**src/rtl/vtsp_pkg.sv**
```systemverilog
// shared types and constants for the visual target steering pid block
// no dependencies; imported by every other file of the block
package vtsp_pkg;

	// fixed-point constants
	localparam logic [16:0] HALF_Q16     = 17'd32768;
	localparam logic signed [11:0] FORWARD_BIAS = 12'sd50;
	// floor(p / 20) == (p * 52429) >> 20 for every 16-bit p, so the 5% window is exact
	localparam logic [15:0] WINDOW_RECIP = 16'd52429;
	localparam int unsigned WINDOW_SHIFT = 20;
	localparam logic [4:0]  JUMP_MAX     = 5'd31;
	localparam logic [2:0]  EMPTY_MAX    = 3'd7;
	localparam int unsigned SCALE_SHIFT  = 24;

	// command codes on the frame word
	localparam logic CMD_START = 1'b0;
	localparam logic CMD_FRAME = 1'b1;

	// register map, one word per register
	localparam int unsigned ADDR_W = 5;
	typedef enum logic [2:0] {
		REG_GAIN_P      = 3'd0,
		REG_GAIN_I      = 3'd1,
		REG_GAIN_D      = 3'd2,
		REG_TURN_SCALE  = 3'd3,
		REG_MIN_SPEED   = 3'd4,
		REG_MAX_SPEED   = 3'd5,
		REG_JUMP_LIMIT  = 3'd6,
		REG_EMPTY_LIMIT = 3'd7
	} reg_idx_t;

	// end cause codes on the result word
	typedef enum logic [1:0] {
		CAUSE_RUNNING = 2'd0,
		CAUSE_JUMPED  = 2'd1,
		CAUSE_LOST    = 2'd2
	} cause_t;

	// what kind of result the current frame produces
	typedef enum logic [1:0] {
		KIND_ZERO = 2'd0,
		KIND_JUMP = 2'd1,
		KIND_RUN  = 2'd2
	} kind_t;

	typedef struct packed {
		logic [15:0] gain_p;
		logic [15:0] gain_i;
		logic [15:0] gain_d;
		logic [9:0]  turn_scale;
		logic [9:0]  min_speed;
		logic [9:0]  max_speed;
		logic [3:0]  jump_limit;
		logic [2:0]  empty_limit;
	} cfg_t;

	// controller to datapath
	typedef struct packed {
		logic load;
		logic window;
		logic check;
		logic update;
		logic mult;
		logic sum;
		logic absval;
		logic scale;
		logic emit;
	} cmd_t;

	// datapath to controller
	typedef struct packed {
		logic run;
		logic out_busy;
	} stat_t;

	typedef enum logic [8:0] {
		ST_IDLE  = 9'b000000001,
		ST_WIN   = 9'b000000010,
		ST_CHECK = 9'b000000100,
		ST_UPD   = 9'b000001000,
		ST_MUL   = 9'b000010000,
		ST_SUM   = 9'b000100000,
		ST_ABS   = 9'b001000000,
		ST_SCALE = 9'b010000000,
		ST_EMIT  = 9'b100000000
	} state_t;

endpackage

```
**src/rtl/vtsp_regs.sv**
```systemverilog
// configuration register file behind an apb-style port
// depends on vtsp_pkg for the register map and the cfg_t struct
module vtsp_regs import vtsp_pkg::*; (
	input  logic              clk,
	input  logic              arst_n,
	input  logic              psel,
	input  logic              penable,
	input  logic              pwrite,
	input  logic [ADDR_W-1:0] paddr,
	input  logic [31:0]       pwdata,
	output logic [31:0]       prdata,
	output logic              pready,
	output cfg_t              cfg
);

	cfg_t     cfg_q;
	reg_idx_t idx;
	logic     wr_en;

	assign idx    = reg_idx_t'(paddr[ADDR_W-1:2]);
	assign wr_en  = psel & penable & pwrite;
	assign pready = 1'b1;
	assign cfg    = cfg_q;

	// register writes
	always_ff @(posedge clk or negedge arst_n) begin
		if (!arst_n) begin
			cfg_q.gain_p      <= 16'd256;
			cfg_q.gain_i      <= 16'd0;
			cfg_q.gain_d      <= 16'd0;
			cfg_q.turn_scale  <= 10'd100;
			cfg_q.min_speed   <= 10'd10;
			cfg_q.max_speed   <= 10'd100;
			cfg_q.jump_limit  <= 4'd10;
			cfg_q.empty_limit <= 3'd5;
		end else if (wr_en) begin
			case (idx)
				REG_GAIN_P:      cfg_q.gain_p      <= pwdata[15:0];
				REG_GAIN_I:      cfg_q.gain_i      <= pwdata[15:0];
				REG_GAIN_D:      cfg_q.gain_d      <= pwdata[15:0];
				REG_TURN_SCALE:  cfg_q.turn_scale  <= pwdata[9:0];
				REG_MIN_SPEED:   cfg_q.min_speed   <= pwdata[9:0];
				REG_MAX_SPEED:   cfg_q.max_speed   <= pwdata[9:0];
				REG_JUMP_LIMIT:  cfg_q.jump_limit  <= pwdata[3:0];
				REG_EMPTY_LIMIT: cfg_q.empty_limit <= pwdata[2:0];
				default: ;
			endcase
		end
	end

	// read mux
	always_comb begin
		prdata = 32'd0;
		case (idx)
			REG_GAIN_P:      prdata = {16'd0, cfg_q.gain_p};
			REG_GAIN_I:      prdata = {16'd0, cfg_q.gain_i};
			REG_GAIN_D:      prdata = {16'd0, cfg_q.gain_d};
			REG_TURN_SCALE:  prdata = {22'd0, cfg_q.turn_scale};
			REG_MIN_SPEED:   prdata = {22'd0, cfg_q.min_speed};
			REG_MAX_SPEED:   prdata = {22'd0, cfg_q.max_speed};
			REG_JUMP_LIMIT:  prdata = {28'd0, cfg_q.jump_limit};
			REG_EMPTY_LIMIT: prdata = {29'd0, cfg_q.empty_limit};
			default:         prdata = 32'd0;
		endcase
	end

endmodule

```
**config.mk**
```make
export PLATFORM = sky130hd
export DESIGN_NAME = vtsp_regs
export DESIGN_NICKNAME = d
export VERILOG_FILES = /design/src/rtl/vtsp_pkg.sv /design/src/rtl/vtsp_regs.sv
export SDC_FILE = /design/constraint.sdc
export NUM_CORES = 1
export LEC_CHECK = 0
export BUFFER_PORTS_ARGS = -buffer_cell sky130_fd_sc_hd__buf_2
export CAP_MARGIN = 25
export CORE_ASPECT_RATIO = 0.7
export CORE_MARGIN = 2
export CORE_UTILIZATION = 35
export CTS_CLUSTER_SIZE = 25
export DETAILED_ROUTE_END_ITERATION = 8
export SLEW_MARGIN = 20
export SYNTH_ARGS = -nofsm -noshare
export SYNTH_HDL_FRONTEND = slang
export SYNTH_SLANG_ARGS = --single-unit
export TNS_END_PERCENT = 100
```
**constraint.sdc**
```tcl
create_clock -name clk -period 4.41 [get_ports clk]
set_input_delay 0.6615 -clock clk [delete_from_list [all_inputs] [get_ports clk]]
set_output_delay 0.6615 -clock clk [all_outputs]
set_load 0.02 [all_outputs]
```
======== Word-level counts from Yosys, hierarchy flattened ========
Index checks and enable logic that the tools add are counted.
word-level totals
  register bits ........................... 85
  bits of input ports ..................... 42
  output and inout port bits .............. 118
  logic and storage cells ................. 27
cells by class
  equality and inequality tests ........... 7
  multiplexer cells ....................... 1
  bitwise gates (word level) .............. 2
  reduce and logical (&&, ||, !) cells .... 9
operator list
  kind                number
  $pmux 32 s8         1
  $reduce_and 2->1    8
  $eq 3x3->1 const B  4
  $eq 3x2->1 const B  2
  $eq 3x1->1 const B  1
  $logic_not 3->1     1
  $and 1x1->1         2

======== Longest topological paths before layout ========
  word-level depth ........................ 3
  depth in mapped cells ................... 7
  gate-level depth less buffers ........... 4

======== Least setup slack after synthesis ========
OpenSTA, ideal clock, no wires.
  path type ............................... input -> output
  from .................................... in paddr[4]
  to ...................................... out prdata[0]
  arrival time ............................ 1.968 ns
  required time ........................... 3.749 ns
  slack ................................... 1.781 ns
  stages on the path ...................... 5
  buffers on the path ..................... 3
  cells stage by stage .................... clkbuf_1 clkbuf_1 buf_1 nand3_1 a31oi_1
on the way
  longest elaborated chain between the ends .. 2
  elaborated cells on any way between the ends .. 9
  those cells by class .................... 7 x eq/ne; 1 x mux; 1 x reduce/logical
RTL lines
  item                                      RTL line         text
  from (decl)                               vtsp_regs.sv:9   input logic [ADDR_W-1:0] paddr,
  $eq 3x3->1, or another cell as far along  vtsp_regs.sv:54  case (idx)
  $pmux 32 s8 (*)                           vtsp_regs.sv:54
  to (decl)                                 vtsp_regs.sv:11  output logic [31:0] prdata,
Mark *: on every way between the ends. The rest lies on a longest branch, timed or not. The select of a mux whose other input is x is not followed.

======== Worst setup path in the final report ========
  from .................................... in paddr[4]
  to ...................................... out prdata[7]
The elaborated chain is that of the path after synthesis.

==> run summary <==
The flow ran to the end, and the final reports show no timing, DRC or antenna violations. The fraction of registers with async set or reset after synthesis came out at 1.00. 160 I/O pins were placed. In this run the horizontal extent of the chip is 134 microns. Leaving out filler cells and counting taps, the final layout contains 621. The total overflow left after global routing is 0. Counting flops with a built-in enable in the synthesized netlist gives 0. Tracing the worst setup path back leads to its startpoint at paddr[4]. Measured on the finished design, the core utilization comes to 0.446.

During synthesis, Yosys emitted a total of 0 warnings. The final-report hold violation count is 0. The DRC violations left is 0.

The number of antenna violations at the first check in global routing is 0. The startpoint of the worst register-to-register path is cfg[82]$_DFFE_PN0P_. The post-synthesis register bit count came out at 85. The worst-path cell with the longest stage delay is sky130_fd_sc_hd__nand2b_1. The quantity of gates resized following cts came out at 0. The clock tree skew after final layout is 0 ns. STA classifies the critical path endpoint as an output pin. The final critical delay including setup and external delays came out at 3.10 ns. STA puts the critical path data arrival time at about 2.4 ns.

The global-route wire length before repair came out at 17,200 microns. The via count of the first global-routing pass was 3,055. Among the stages of the critical path, the cell type that occurs most often is sky130_fd_sc_hd__buf_2.

The count of vias placed by the detailed router is 3,087. Summed over all nets, the half-perimeter wirelength after detailed placement is 7930 microns. The mapped netlist covers 4140 sq um. The worst reg-to-reg path cell count is 1. TritonCTS built the clock tree.

The top cell types in the final layout, fill and taps aside, are sky130_fd_sc_hd__buf_2, sky130_fd_sc_hd__dfrtp_1, sky130_fd_sc_hd__mux2_2. The slew of the pin with the lowest slew margin came out at 0.797 ns. In this run the number of H-tree levels came out at 3. The flip-flop count of the largest register after layout is 85. The worst slew slack as a fraction of its limit is 0.468. Entering global routing, the biggest net connects 52 pins. The number of maximum-capacitance violations came out at 0. Of the cells placed in the final design, the portion with a size suffix greater than 1 is 0.528. The total cell area at the placement stage is 4860 sq um.

The finished cells cover ~5200 sq um. The post-route fraction of the period consumed by the critical path came out at 0.704. The detail route stage leaves a number of antenna-violating nets equal to 0. Each instance of the synthesized netlist takes up on average 12.3 sq um.

Grouping stages by cell kind, the critical path spends the most delay in buffers and inverters. Following the worst setup path forward leads to its endpoint at prdata[7]. The post-CTS setup buffer count came out at 0. After routing, the total negative slack on setup checks comes to 0 ns. The sequential area share after synthesis is 0.518. The die outline height came out at 95.0 microns.

The maximum resistive drop on vdd is approximately 0.00022 V. The total CTS buffers is 9. The register-to-register path setup slack is between 3 and 4 ns. The first detailed-routing pass ran for 4 iterations. The path category of the worst min-delay check is primary input to asynchronous set/reset pin. The number of failing setup endpoints in the final timing report is 0.

The number of buffers and inverters on the critical path is 2. The number of buffers added to fix hold violations after cts is 0. The first-iteration detailed-routing DRC count came out at 66. 0 antenna diodes ended up in the layout. The die footprint is between 10,000 and 15,000 sq um. Setup repair after global routing left no endpoint under its margin. The logic depth of the worst path, buffers included is 5. The achievable frequency is 322 MHz. Dividing the detail-routed via count by the number of cells gives 4.97. The power density over the cells is 500 nW/um^2. The clock sink total came out at 85. The clock passes through at most 2 buffers. For the worst setup path, the data required time is 3.75 ns. The total wire length is between 10,000 and 15,000 microns. The combined global-route utilization of all metal layers came out at 0.182. The latest clock arrival within the worst-skew pair came out at around 0.34 ns.

The number of cells produced by synthesis came out at 337. The root buffer cell chosen for the clock tree is sky130_fd_sc_hd__clkbuf_16. The worst register-to-register path ends at cfg[82]$_DFFE_PN0P_. The clock-pin transition on the worst setup and hold timing paths is 0.06 ns.

In this design, the stage delay of the slowest critical-path cell is 0.57 ns. The analysis attributes to cell leakage a power of 2.62 nW. The count of distinct cell types in the synthesized netlist is 32. The port buffer count came out at around 120. From synthesis to final layout, the design area changed by 24.9%.

STA classifies the critical path startpoint as a primary input. The dominant register cell in the synthesized netlist is sky130_fd_sc_hd__dfrtp_1. At the end of routability-driven placement, the weighted congestion stood at around 0.80. For this run, the post-layout net count is 501. Dividing the detail-routed wire length by the instance count gives 18.2 microns. The starting utilization of the core area came out at 0.357. The library cell used most frequently in the layout, excluding fill and tap cells, is sky130_fd_sc_hd__buf_2. Row generation in the floorplan step produced 33 rows. Including well taps, the total number of placed cells is about 600. Of all nets on the critical path, the largest fanout is 27. The core area came out at 11,600 sq um. The kind of critical path is primary input to output pin. Walking the worst path, the cells encountered are buf_2 -> nand2b_1 -> o21ai_0 -> o32a_1 -> buf_2. The max-slew violation count came out at 0.
## Yosys cell counts, types with 2 or more instances
master / number / share of area
sky130_fd_sc_hd__a211oi_1: 6 / 0.011
sky130_fd_sc_hd__a21o_1: 5 / 0.0091
sky130_fd_sc_hd__a21oi_1: 13 / 0.016
sky130_fd_sc_hd__buf_1: 2 / 0.0018
sky130_fd_sc_hd__buf_2: 9 / 0.011
sky130_fd_sc_hd__buf_4: 18 / 0.033
sky130_fd_sc_hd__clkbuf_1: 6 / 0.0054
sky130_fd_sc_hd__conb_1: 2 / 0.0018
sky130_fd_sc_hd__dfrtp_1: 72 / 0.44
sky130_fd_sc_hd__dfstp_2: 13 / 0.083
sky130_fd_sc_hd__inv_1: 5 / 0.0045
sky130_fd_sc_hd__mux2_2: 70 / 0.19
sky130_fd_sc_hd__mux2_4: 10 / 0.036
sky130_fd_sc_hd__mux2i_1: 19 / 0.046
sky130_fd_sc_hd__nand2_1: 16 / 0.015
sky130_fd_sc_hd__nand2b_1: 7 / 0.011
sky130_fd_sc_hd__nor2_1: 26 / 0.024
sky130_fd_sc_hd__nor2_2: 3 / 0.0045
sky130_fd_sc_hd__nor2b_1: 2 / 0.0030
sky130_fd_sc_hd__nor3_1: 2 / 0.0024
sky130_fd_sc_hd__nor3b_1: 4 / 0.0073
sky130_fd_sc_hd__o21ai_0: 8 / 0.0097
sky130_fd_sc_hd__o22a_1: 5 / 0.011
sky130_fd_sc_hd__o22ai_1: 2 / 0.0030
sky130_fd_sc_hd__o32a_1: 4 / 0.0097
sky130_fd_sc_hd__or3_1: 2 / 0.0030
## worst min path at each step
stage                                      to  slack (ns)  depth (start not counted)
after floorplan           cfg[10]$_DFFE_PN0P_        0.37                          0
after global routing      cfg[76]$_DFFE_PN0P_        0.40                          1
after CTS                 cfg[76]$_DFFE_PN0P_        0.37                          1
final                     cfg[76]$_DFFE_PN0P_        0.35                          1
after detailed placement  cfg[23]$_DFFE_PN0P_        0.52                          1
after global placement    cfg[67]$_DFFE_PN0P_        0.51                          1
## cell families after synthesis
logic type,count (synthesis),synth area share
compound gates,45,0.0722
buf+inv,41,0.0580
flops,85,0.518
mux,99,0.273
other cells,2,0.00181
simple gates,65,0.0774
## power by group
group	leakage, nW	internal [mW]	total, mW	switching (mW)
registers	1.05	0.953	1.07	0.117
logic	1.41	0.295	0.736	0.441
clock network	0.153	0.473	0.781	0.308
## stage by stage
stage	total power [mW]	worst slack, ns	hold WS, ns
global route	2.72	1.23	0.397
global placement	1.81	1.35	0.510
floorplan	1.55	1.78	0.366
CTS	2.61	1.33	0.374
detailed placement	1.83	1.33	0.518
finish	2.59	1.31	0.353
## layout make-up
cell class                      count  area (sq um)
Multi-Input combinational cell    226          1820
Clock inverter                      4          56.3
Timing Repair Buffer              132           683
Fill cell                        1113          6430
Inverter                            5          18.8
Clock buffer                       12           256
Sequential cell                    85          2140
Tap cell                          157           196
## layer usage
layer  share of wire  routed length [microns]  GRT usage
met1            0.47                     5300      0.240
met2            0.45                     5090      0.284
met3           0.072                      820     0.0644
met4          0.0095                      107     0.0496
met5               0                        0          0
Note: power is estimated with default switching activity, not from simulation.
