[config.mk]
export PLATFORM = sky130hd
export DESIGN_NAME = vtsp_ctrl
export DESIGN_NICKNAME = d
export VERILOG_FILES = /design/src/rtl/vtsp_pkg.sv /design/src/rtl/vtsp_ctrl.sv
export SDC_FILE = /design/constraint.sdc
export NUM_CORES = 1
export LEC_CHECK = 0
export ABC_AREA = 1
export BUFFER_PORTS_ARGS = -buffer_cell sky130_fd_sc_hd__buf_2
export CAP_MARGIN = 20
export CORE_MARGIN = 1
export CORE_UTILIZATION = 44
export DETAILED_ROUTE_END_ITERATION = 7
export GPL_ROUTABILITY_DRIVEN = 1
export PLACE_DENSITY_LB_ADDON = 0.1
export SETUP_SLACK_MARGIN = 0.2
export SYNTH_ARGS = -nofsm -noshare
export SYNTH_HDL_FRONTEND = slang
export SYNTH_SLANG_ARGS = --single-unit
export TNS_END_PERCENT = 10
[constraint.sdc]
create_clock -name clk -period 1.2 [get_ports clk]
set_input_delay 0.24 -clock clk [delete_from_list [all_inputs] [get_ports clk]]
set_output_delay 0.24 -clock clk [all_outputs]
set_load 0.02 [all_outputs]
[src/rtl/vtsp_pkg.sv]
// shared types and constants for the visual target steering pid block
// no dependencies; imported by every other file of the block
package vtsp_pkg;

	// fixed-point constants
	localparam logic [16:0] HALF_Q16     = 17'd32768;
	localparam logic signed [11:0] FORWARD_BIAS = 12'sd50;
	// floor(p / 20) == (p * 52429) >> 20 for every 16-bit p, so the 5% window is exact
	localparam logic [15:0] WINDOW_RECIP = 16'd52429;
	localparam int unsigned WINDOW_SHIFT = 20;
	localparam logic [4:0]  JUMP_MAX     = 5'd31;
	localparam logic [2:0]  EMPTY_MAX    = 3'd7;
	localparam int unsigned SCALE_SHIFT  = 24;

	// command codes on the frame word
	localparam logic CMD_START = 1'b0;
	localparam logic CMD_FRAME = 1'b1;

	// register map, one word per register
	localparam int unsigned ADDR_W = 5;
	typedef enum logic [2:0] {
		REG_GAIN_P      = 3'd0,
		REG_GAIN_I      = 3'd1,
		REG_GAIN_D      = 3'd2,
		REG_TURN_SCALE  = 3'd3,
		REG_MIN_SPEED   = 3'd4,
		REG_MAX_SPEED   = 3'd5,
		REG_JUMP_LIMIT  = 3'd6,
		REG_EMPTY_LIMIT = 3'd7
	} reg_idx_t;

	// end cause codes on the result word
	typedef enum logic [1:0] {
		CAUSE_RUNNING = 2'd0,
		CAUSE_JUMPED  = 2'd1,
		CAUSE_LOST    = 2'd2
	} cause_t;

	// what kind of result the current frame produces
	typedef enum logic [1:0] {
		KIND_ZERO = 2'd0,
		KIND_JUMP = 2'd1,
		KIND_RUN  = 2'd2
	} kind_t;

	typedef struct packed {
		logic [15:0] gain_p;
		logic [15:0] gain_i;
		logic [15:0] gain_d;
		logic [9:0]  turn_scale;
		logic [9:0]  min_speed;
		logic [9:0]  max_speed;
		logic [3:0]  jump_limit;
		logic [2:0]  empty_limit;
	} cfg_t;

	// controller to datapath
	typedef struct packed {
		logic load;
		logic window;
		logic check;
		logic update;
		logic mult;
		logic sum;
		logic absval;
		logic scale;
		logic emit;
	} cmd_t;

	// datapath to controller
	typedef struct packed {
		logic run;
		logic out_busy;
	} stat_t;

	typedef enum logic [8:0] {
		ST_IDLE  = 9'b000000001,
		ST_WIN   = 9'b000000010,
		ST_CHECK = 9'b000000100,
		ST_UPD   = 9'b000001000,
		ST_MUL   = 9'b000010000,
		ST_SUM   = 9'b000100000,
		ST_ABS   = 9'b001000000,
		ST_SCALE = 9'b010000000,
		ST_EMIT  = 9'b100000000
	} state_t;

endpackage

[src/rtl/vtsp_ctrl.sv]
// sequencing state machine for one frame at a time
// depends on vtsp_pkg for state_t, cmd_t and stat_t
module vtsp_ctrl import vtsp_pkg::*; (
	input  logic  clk,
	input  logic  arst_n,
	input  logic  frame_valid,
	output logic  in_ready,
	input  stat_t stat,
	output cmd_t  cmd
);

	state_t state_q;
	state_t state_nxt;

	assign in_ready = (state_q == ST_IDLE);

	// next state
	always_comb begin
		state_nxt = state_q;
		case (state_q)
			ST_IDLE:  if (frame_valid) state_nxt = ST_WIN;
			ST_WIN:   state_nxt = ST_CHECK;
			ST_CHECK: state_nxt = ST_UPD;
			ST_UPD:   state_nxt = stat.run ? ST_MUL : ST_EMIT;
			ST_MUL:   state_nxt = ST_SUM;
			ST_SUM:   state_nxt = ST_ABS;
			ST_ABS:   state_nxt = ST_SCALE;
			ST_SCALE: state_nxt = ST_EMIT;
			ST_EMIT:  if (!stat.out_busy) state_nxt = ST_IDLE;
			default:  state_nxt = ST_IDLE;
		endcase
	end

	always_ff @(posedge clk or negedge arst_n) begin
		if (!arst_n) begin
			state_q <= ST_IDLE;
		end else begin
			state_q <= state_nxt;
		end
	end

	// datapath commands
	always_comb begin
		cmd.load   = (state_q == ST_IDLE) & frame_valid;
		cmd.window = (state_q == ST_WIN);
		cmd.check  = (state_q == ST_CHECK);
		cmd.update = (state_q == ST_UPD);
		cmd.mult   = (state_q == ST_MUL);
		cmd.sum    = (state_q == ST_SUM);
		cmd.absval = (state_q == ST_ABS);
		cmd.scale  = (state_q == ST_SCALE);
		cmd.emit   = (state_q == ST_EMIT) & ~stat.out_busy;
	end

endmodule

* After elaboration in Yosys (flattened, before gate mapping)
Cells that the tools add are included.
Cells by class: eq/ne operators 11, muxes and demuxes 4, bitwise gates (word level) 3, reduce and logical (&&, ||, !) cells 1
Operators with widths (count):
- $pmux W9 S9 | 1
- $mux W9 | 3
- $eq A9 B1 Y1 const B | 1
- $eq A9 B2 Y1 const B | 1
- $eq A9 B3 Y1 const B | 1
- $eq A9 B4 Y1 const B | 1
- $eq A9 B5 Y1 const B | 1
- $eq A9 B6 Y1 const B | 1
- $eq A9 B7 Y1 const B | 1
- $eq A9 B8 Y1 const B | 1
- $eq A9 B9 Y1 const B | 1
- $ne A2 B2 Y1 const B | 2
- $and A1 B1 Y1 | 2
- $reduce_and A2 Y1 | 1
- $not A1 Y1 | 1
Storage, ports and cells: bits in registers 9, input bits 5

* Logic depth before layout (Yosys ltp)
Gate-level depths: netlist of the first run.
depth after elaboration 3, gate-level depth with buffers 8, gate-level depth less buffers 8

* Worst setup path after synthesis of the first run
No wires, ideal clock.
path kind register to output, start point register state_q[5], end point output port cmd[0] (netlist name), data arrival time 1355 ps, setup slack -395 ps, cell stages (with the launch flop) 4, path through dfrtp_1 nor2_2 nand2_4 nor4_1
RTL lines:
- start, declared | RTL line vtsp_ctrl.sv:12 | state_t state_q;
- start signal, assigned | RTL line vtsp_ctrl.sv:38 | state_q <= state_nxt;
- end, declared | RTL line vtsp_ctrl.sv:9 | output cmd_t cmd

==> out/results.ini, run 1 <==
[outcome]
status=complete, but fails checks
violations=setup timing

[clock_network]
path_clk_slew_ns=0.06
cts_tree=yes
htreeDepth=1
cts_buffers=3
cts.sinks=9
root_buffer=clkbuf_4
worst_skew_pair.late_latency_ns=0.26
clk_path_buf_depth=2

[drt]
num_vias=688
firstDrtPassIters=4
ant_nets=0
drc=0
wl_per_cell_um=12.76
wl_um=1710
drt_iter0_markers=17
vias_per_cell=5.134

[worst_setup_path]
start_kind=register
crit_fanout=8
cp_data_arrival_time_ns=1.39
path_class=reg2out
required_ns=0.96
critical_path.endpoint_type=primary output

[global_route]
track_usage_pct=27.98
grt_start_max_net_pins=10
antenna_found_initial=0
grt_pass1_vias=671
grt_pass1_wl_um=2794
grt_remaining_overflow=0

[timing]
max_slew_margin_pct=84.02
grt_setup_unrepaired=true
fmax_mhz=612.2
hold_viol_final=0
clock-skew-final_ns=0.003064
period_share_pct=136.1
drv_slew=0
setup_ws_ns=-0.4335
finalSetupViolCount=14
post-route-min-period_ns=1.633
whs_ns=0.1962
max_slew.worst_pin.slew_ns=0.2376

[pwr]
p_per_area_mw_per_mm2=1835
p_total_uw=1961
p_leak_uw=0.0005180
irDropWorstVdd_v=0.001611

[die]
rows=12
fp.dieArea_mm2=0.001502
core_mm2=0.001186
die_w_um=38.75
chipHeight_um=38.75
start_util_pct=50.11
ioPinCount=15

[place]
place_congestion=0.7663
dp_hpwl_um=1125
io_buffer_count=14
place_inst=128

[yosys]
synth_compound_area_share_pct=4.632
syn_avg_cell_area_um2=7.429
synth_area_leaders=dfrtp_1 (34%), nor2_1 (8.8%), inv_1 (8.2%)
synth_edf_count=0
synthSimpleGateAreaFrac_pct=47.16
synth_nets=85
seq_area_frac_synth_pct=38.11
synth_ff_type=dfrtp_1
async_reset_ff_share_pct=100.0
yosysTopAreaCell=dfrtp_1
synthAdderAreaFrac_pct=0
post-synth-top-area-fraction_pct=33.68
yosysMostFrequentCell=nor2_1
synth_top_family_by_area=simple AND/OR/NAND/NOR gates
ys_seq_elements=9
netlist_area_um2=594.3
synth_cells=80
synth_xor_area_share_pct=0
synth_top_cells_by_count=nor2_1 (14), inv_1 (13), nand2_1 (11)
synth_cell_types=17
yosys_warnings=0
muxShareOfSynthArea_pct=0

[finish]
stdcell_count=134
area_growth_pct=79.79
largest_reg_flops=9
layout-drive-gt1-share_pct=61.67
num-nets-final=126
top_regs=state_q x9
top_register=state_q
n_antenna_cell=0
fin_util_pct=90.08

[worst_hold_path]
hp-class=in2reg

[flow_run]
maxCapViolations=0

## through the flow
step	area (um^2)	TNS (ns)	setup slack, ns
after global placement	934.6	-1.136	-0.1644
after global routing	1069	-5.253	-0.4945
after detailed placement	934.6	-1.523	-0.1839
final	1069	-4.281	-0.4335
after CTS	1028	-4.257	-0.4393
after floorplan	696.9	-0.5511	-0.09591
## repair_timing
| item | in CTS | in global routing |
|---|---|---|
| gates resized for setup | 16 | 9 |
| endpoints found under the setup margin | 19 | 19 |
| endpoints found under the hold margin | 8 | 0 |
| hold buffers | 1 | 0 |
| setup buffers | 1 | 0 |
| pin swaps | 4 | 3 |
| cloned | 0 | 0 |
## cells in the final DEF, fill, tap and decap left out
| cell | instances |
|---|---|
| nor3_4 | 2 |
| nand2_2 | 3 |
| o21ai_1 | 3 |
| buf_6 | 4 |
| o21ai_0 | 1 |
| dfrtp_2 | 2 |
| nand3b_1 | 1 |
| nor3_2 | 1 |
| buf_2 | 4 |
| nor2_2 | 4 |
| buf_4 | 27 |
| inv_1 | 11 |
| nor4_1 | 2 |
| nor2_1 | 10 |
| nor2_4 | 7 |
| nor4_4 | 5 |
| nand2_4 | 5 |
| clkbuf_4 | 3 |
| dlygate4sd3_1 | 1 |
| clkbuf_1 | 1 |
| dfrtp_1 | 6 |
| nand2_1 | 8 |
| o211ai_1 | 1 |
| nor3_1 | 1 |
| nand3_2 | 1 |
| inv_2 | 5 |
| dfstp_2 | 1 |
## final timing paths
kind	from	end	slack (ns)	depth (start not counted)
max in group asynchronous	arst_n	state_q[0]$_DFFE_PN1P_	0.59	2
min reg2reg	state_q[5]$_DFFE_PN0P_	state_q[5]$_DFFE_PN0P_	0.57	1
min	stat[1]	state_q[4]$_DFFE_PN0P_	0.20	3
max	state_q[4]$_DFFE_PN0P_	cmd[8]	-0.43	6
min in group asynchronous	arst_n	state_q[6]$_DFFE_PN0P_	0.37	2
max reg2reg	state_q[4]$_DFFE_PN0P_	state_q[0]$_DFFE_PN1P_	-0.15	8
## routing by layer
metal	GRT usage (%)	vias to the layer above	routed length (um)
met4	12.07	0	57
met2	53.33	29	912
met3	2.890	8	84
li1	-	332	-
met1	30.40	319	656
met5	0	-	0
## where the power goes
group          total [uW]  internal, uW  switching, uW  leakage [uW]
Clock                 234           128            106     0.0000150
Combinational        1290           535            754      0.000385
Sequential            438           370           67.7      0.000118
## cell families after synthesis
kind of cell    count (synthesis)
compound gates                  5
buf+inv                        16
flops                           9
simple gates                   50
## area by class of cell
type / count / area (um^2)
multi-input combinational: 55 / 457.9
clock buffer: 4 / 26.28
sequential: 9 / 229.0
fill: 51 / 117.6
tap: 14 / 17.52
timing repair buffer: 36 / 277.8
inverter: 16 / 60.06
## critical path: stages (launching register included)
cell and delay, ns:
dfrtp_2 0.44, nor2_4 0.13, nand2_4 0.13, nor2_4 0.16, nand2_4 0.08, nor2_4 0.08, buf_6 0.12
Power figures use the tool's default switching activity.
==> run 2: changes to the inputs <==
ABC_AREA = 0   (was 1)
CORE_AREA = 2 2 39 41   (was not set)
CORE_MARGIN = not set   (was 1)
CORE_UTILIZATION = not set   (was 44)
DIE_AREA = 0 0 41 43   (was not set)
SKIP_CTS_REPAIR_TIMING = 1   (was not set)
==> out/results.ini, run 2 <==
[outcome]
status=complete, but fails checks
violations=setup timing

[pwr]
sw_frac_of_total_pct=38.59  ; -8.7 points
p_per_area_mw_per_mm2=1729  ; -5.8%
irDropWorstVdd_v=0.0009407  ; -42%
p_total_uw=1445  ; -26%
p_seq_share_pct=31.2  ; +8.9 points
p_leak_uw=0.0004564  ; -12%
pwr-share-comb_pct=52.2  ; -14 points
p_switching_uw=557.6  ; -40%
p_int_uw=887.2  ; -14%
p_clk_share_pct=16.6  ; +4.7 points

[global_route]
grt_pass1_wl_um=1980  ; -29%
antenna_found_initial=0  ; unchanged
grt_pass1_vias=485  ; -28%
track_usage_pct=16.78  ; -11 points
grt_remaining_overflow=0  ; unchanged
grt_start_max_net_pins=10  ; unchanged

[yosys]
async_reset_ff_share_pct=100.0  ; unchanged
synth_cells=57  ; -29%
seq_area_frac_synth_pct=42.99  ; +4.9 points
synth_edf_count=0  ; unchanged
synth_nets=62  ; -27%
synth_top_cells_by_count=nor2_1 (11), dfrtp_1 (8), inv_1 (5)
netlist_area_um2=526.8  ; -11%
ys_seq_elements=9  ; unchanged
synth_area_leaders=dfrtp_1 (38%), nor2_1 (7.8%), dfstp_2 (5.0%)
yosysMostFrequentCell=nor2_1
yosys_warnings=0  ; unchanged
synth_ff_type=dfrtp_1
yosysTopAreaCell=dfrtp_1
post-synth-top-area-fraction_pct=38.00  ; +4.3 points
syn_avg_cell_area_um2=9.241  ; +24%
synth_cell_types=28  ; +11

[finish]
final_cell_mix=buf_4 (23), nor2_1 (8), buf_2 (8), dfrtp_1 (8), inv_1 (4)
final_common_cell=buf_4
top_regs=state_q x9
fillers=132  ; +160%
largest_reg_flops=9  ; unchanged
top_register=state_q
layout-drive-gt1-share_pct=50.00  ; -12 points
fin_util_pct=60.40  ; -30 points
num-nets-final=100  ; -21%
n_antenna_cell=0  ; unchanged
area_growth_pct=58.67

[timing]
max_slew.worst_pin.slew_ns=0.2560  ; +0.01843 ns
setup_ws_ns=-0.5655  ; -0.1320 ns
finalSetupViolCount=16  ; +2
setup_tns_ns=-5.408  ; -1.127 ns
grt_setup_unrepaired=true
max_slew_margin_pct=82.81  ; -1.2 points
fmax_mhz=566.4  ; -7.5%
period_share_pct=147.1  ; +11 points
drv_slew=0  ; unchanged
hold_viol_final=0  ; unchanged
post-route-min-period_ns=1.766  ; +0.1320 ns
clock-skew-final_ns=0.002458  ; -0.0006064 ns

[die]
core_mm2=0.001384  ; +17%
chipHeight_um=43  ; +11%
rows=14  ; +2
start_util_pct=38.07  ; -12 points
die_w_um=41  ; +5.8%
fp.dieArea_mm2=0.001763  ; +17%
ioPinCount=15  ; unchanged

[clock_network]
clk_path_buf_depth=2  ; unchanged
worst_skew_pair.late_latency_ns=0.26  ; about the same
path_clk_slew_ns=0.06  ; about the same
cts_tree=yes
cts.sinks=9  ; unchanged
htreeDepth=1  ; unchanged
root_buffer=clkbuf_4
cts_buffers=3  ; unchanged

[place]
place_congestion=0.8300  ; +8.3%
dp_slack_ns=-0.2792  ; -0.09529 ns
dp_hpwl_um=1067  ; -5.1%
io_buffer_count=14  ; unchanged

[drt]
wl_per_cell_um=12.05  ; -5.6%
drt_iter0_markers=8  ; -9
vias_per_cell=5.000  ; -2.6%
num_vias=550  ; -20%
firstDrtPassIters=3  ; -1
ant_nets=0  ; unchanged
wl_um=1325  ; -23%
drc=0  ; unchanged

[worst_hold_path]
worstHoldStart=frame_valid
hp-class=in2reg

[worst_setup_path]
start_kind=register
r2r_start=state_q[2]$_DFFE_PN0P_
path_cells=nor2_2 > and3b_2 > nand4_1 > inv_2 > and2_4 > buf_6
crit_fanout=4  ; -4
cp_data_arrival_time_ns=1.53  ; +0.14 ns
startpoint=state_q[2]$_DFFE_PN0P_
required_ns=0.96  ; about the same
cp_slowest_cell=dfrtp_1
critical_path.max_stage_delay_ns=0.43  ; about the same
critical_path.endpoint_type=primary output
crit_family=simple AND/OR/NAND/NOR gates
worst-path-buf-inv=2  ; +1
path_class=reg2out

[flow_run]
maxCapViolations=0  ; unchanged

## run 2: metrics by stage
step / area [um^2] / cells / hold WS, ns
global placement: 743.2 / 103 / 0.1066
finish: 835.8 / 110 / 0.1413
global route: 835.8 / 110 / 0.1574
CTS: 769.5 / 107 / -0.1768
detailed placement: 743.2 / 103 / 0.1071
floorplan: 536.8 / 57 / -0.05559
## run 2: area by class of cell
class                      instances  area, um^2  share of cell area, %
clock buffer                       4       26.28                  3.144
inverter                           5       18.77                  2.246
multi-input combinational         42       299.0                  35.78
sequential                         9       226.5                  27.10
tap                               16       20.02                  2.395
timing repair buffer              34       245.2                  29.34
## run 2: power by group through the flow
| stage | logic [uW] | clock network [uW] | registers (uW) |
|---|---|---|---|
| global route | 829 | 259 | 461 |
| finish | 754 | 240 | 451 |
| floorplan | 442 | 0 | 406 |
| global placement | 667 | 0 | 435 |
| CTS | 678 | 245 | 428 |
| detailed placement | 676 | 0 | 433 |
## run 2: logic make-up after synthesis
family          Yosys count  share of synthesized area, %
simple gates             34                         40.14
buf+inv                   6                         5.701
compound gates            6                         7.839
xor+xnor                  2                         3.326
flops                     9                         42.99
## run 2: final timing paths
check	cells after the start	to	slack (ns)
worst max-delay path	6	cmd[8]	-0.57
worst min-delay path	2	state_q[0]$_DFFE_PN1P_	0.14
worst max register to register	4	state_q[0]$_DFFE_PN1P_	-0.23
worst min register to register	2	state_q[0]$_DFFE_PN1P_	0.64
max in group asynchronous	2	state_q[0]$_DFFE_PN1P_	0.60
min in group asynchronous	2	state_q[6]$_DFFE_PN0P_	0.35
## run 2: per-layer routing
| layer | up-vias | part of all wire [%] | GRT usage, % | routed length (um) |
|---|---|---|---|---|
| met5 | - | 0 | 0 | 0 |
| met4 | 0 | 1.4 | 6.000 | 19 |
| met3 | 2 | 2.5 | 3.141 | 33 |
| met2 | 6 | 55 | 30.00 | 730 |
| met1 | 262 | 41 | 18.09 | 542 |
| li1 | 280 | - | - | - |
==> run 3: changes to the inputs <==
--- a/config.mk
+++ b/config.mk
@@ -8,3 +8,3 @@
 export ABC_AREA = 0
-export BUFFER_PORTS_ARGS = -buffer_cell sky130_fd_sc_hd__buf_2
+export BUFFER_PORTS_ARGS = -buffer_cell sky130_fd_sc_hd__buf_4
 export CAP_MARGIN = 20
==> constraint.sdc (replaced) <==
create_clock -name clk -period 1.2 [get_ports clk]
set_input_delay 0.3 -clock clk [delete_from_list [all_inputs] [get_ports clk]]
set_output_delay 0.3 -clock clk [all_outputs]
set_load 0.02 [all_outputs]
==> out/results.ini, run 3 (synthesized netlist as in run 2, its figures left out) <==
[clock_network]
htreeDepth=1  ; unchanged
cts.sinks=9  ; unchanged
root_buffer=clkbuf_4
clk_path_buf_depth=2  ; unchanged
cts_tree=yes
cts_buffers=3  ; unchanged
worst_skew_pair.late_latency_ns=0.25  ; about the same
path_clk_slew_ns=0.06  ; about the same

[worst_setup_path]
rr_worst_depth=4  ; unchanged
critical_path.max_stage_delay_ns=0.42  ; about the same
r2r_end=state_q[0]$_DFFE_PN1P_
worst-path-stages=6  ; unchanged
critical_path.endpoint_type=primary output
crit_family=simple AND/OR/NAND/NOR gates
worst-path-buf-inv=2  ; unchanged
startpoint=state_q[5]$_DFFE_PN0P_
r2r_setup_slack_ns=-0.22  ; about the same
cp_data_arrival_time_ns=1.52  ; about the same
path_class=reg2out
crit_end=cmd[8]
cp_slowest_cell=dfrtp_1
path_cells=nor2_2 > and3b_2 > nand4_1 > inv_2 > and2_4 > buf_6
required_ns=0.90  ; -0.06 ns
crit_fanout=3  ; -1
start_kind=register
r2r_start=state_q[2]$_DFFE_PN0P_

[die]
die_w_um=41  ; unchanged
start_util_pct=38.07  ; unchanged
fp.dieArea_mm2=0.001763  ; unchanged
ioPinCount=15  ; unchanged
core_mm2=0.001384  ; unchanged
chipHeight_um=43  ; unchanged
rows=14  ; unchanged

[timing]
hold_viol_final=0  ; unchanged
period_share_pct=151.8  ; +4.7 points
max_slew.worst_pin.slew_ns=0.3559  ; +0.09987 ns
post-route-min-period_ns=1.821  ; +0.05589 ns
finalSetupViolCount=14  ; -2
drv_slew=0  ; unchanged
grt_setup_unrepaired=true
whs_ns=0.2004  ; +0.05915 ns
setup_ws_ns=-0.6214  ; -0.05589 ns
fmax_mhz=549.0  ; -3.1%
max_slew_margin_pct=76.06  ; -6.7 points
clock-skew-final_ns=0.002961  ; +0.0005037 ns

[worst_hold_path]
hp-class=in2reg

[pwr]
p_per_area_mw_per_mm2=1731  ; +0.12%
p_leak_uw=0.0004511  ; -1.2%
p_clk_share_pct=16.3  ; -0.3 points
irDropWorstVdd_v=0.0008058  ; -14%
p_total_uw=1462  ; +1.2%
p_seq_share_pct=30.3  ; -0.9 points
pwr-share-comb_pct=53.4  ; +1.2 points
p_int_uw=908.4  ; +2.4%
p_switching_uw=553.3  ; -0.77%
sw_frac_of_total_pct=37.85  ; -0.74 points

[finish]
final_cell_mix=buf_4 (29), nor2_1 (8), dfrtp_1 (8)
num-nets-final=99  ; -1.0%
fillers=127  ; -3.8%
n_antenna_cell=0  ; unchanged
fin_util_pct=61.03  ; +0.63 points
multi_input_area_um2=291.5  ; -2.5%
largest_reg_flops=9  ; unchanged
area_growth_pct=60.33
final_common_cell=buf_4
top_register=state_q
top_regs=state_q x9
seq_area_um2=226.5  ; unchanged
layout-drive-gt1-share_pct=49.46  ; -0.54 points
post-route-cell-area_um2=844.6  ; +1.0%

[drt]
vias_per_cell=4.945  ; -1.1%
firstDrtPassIters=2  ; -1
wl_um=1347  ; +1.7%
num_vias=539  ; -2.0%
drt_iter0_markers=7  ; -1
wl_per_cell_um=12.36  ; +2.6%
drc=0  ; unchanged
ant_nets=0  ; unchanged

[place]
io_buffer_count=14  ; unchanged
dp_hpwl_um=1073  ; +0.56%
place_congestion=0.7364  ; -11%
dp_slack_ns=-0.3903  ; -0.1111 ns
dpl_cell_area_um2=770.7  ; +3.7%

[global_route]
grt_remaining_overflow=0  ; unchanged
grt_pass1_vias=506  ; +4.3%
grt_pass1_wl_um=2139  ; +8.0%
grt_start_max_net_pins=10  ; unchanged
track_usage_pct=17.47  ; +0.69 points
antenna_found_initial=0  ; unchanged

[outcome]
violations=setup timing
status=complete, but fails checks

[flow_run]
maxCapViolations=0  ; unchanged

## run 3: cell count changes in the layout (fill, tap and decap cells not counted), sizes merged
cell / previous run / this run
buf: 33 / 32
## run 3: final cells by class
type / count / share of cell area [%]
sequential: 9 / 26.81
tap: 16 / 2.370
inverter: 5 / 2.222
multi-input combinational: 42 / 34.52
clock buffer: 4 / 3.111
timing repair buffer: 33 / 30.96
## run 3: power by group through the flow
stage | logic [uW] | registers, uW | clock network (uW)
after floorplan | 442 | 406 | 0
after global placement | 676 | 447 | 0
after detailed placement | 684 | 449 | 0
after CTS | 687 | 442 | 240
after global routing | 851 | 447 | 261
final | 781 | 443 | 238
## run 3: metrics by stage
step           cells  setup TNS, ns
2_1_floorplan     57         -2.147
3_3_place_gp     102         -3.136
3_5_place_dp     102         -3.130
4_1_cts          106         -5.996
5_1_grt          109         -7.221
6_report         109         -5.945
## run 3: worst reg2reg max path, delay by kind of cell (launching register included)
| kind | cells | cell delay [ns] |
|---|---|---|
| and+or+nand+nor | 1 | 0.52 |
| DFF | 1 | 0.41 |
| AOI/OAI and AO/OA | 2 | 0.25 |
| buffers and inverters | 1 | 0.16 |
## run 3: metal layers
layer / part of all wire (%) / track usage (%) / vias to the layer above
met3: 2.0 / 4.712 / 2
met4: 0.97 / 2.000 / 0
met5: 0 / 0 / -
li1: - / - / 279
met2: 53 / 28.75 / 6
met1: 44 / 22.62 / 252
## run 3: worst min-delay path by stage
stage / startpoint / end / slack (ns) / cells past startpoint
2_1_floorplan: arst_n / state_q[1]$_DFFE_PN0P_ / 0.004 / 0
3_3_place_gp: arst_n / state_q[6]$_DFFE_PN0P_ / 0.13 / 1
3_5_place_dp: arst_n / state_q[6]$_DFFE_PN0P_ / 0.14 / 1
4_1_cts: arst_n / state_q[6]$_DFFE_PN0P_ / -0.14 / 1
5_1_grt: frame_valid / state_q[0]$_DFFE_PN1P_ / 0.20 / 2
6_report: frame_valid / state_q[0]$_DFFE_PN1P_ / 0.20 / 2
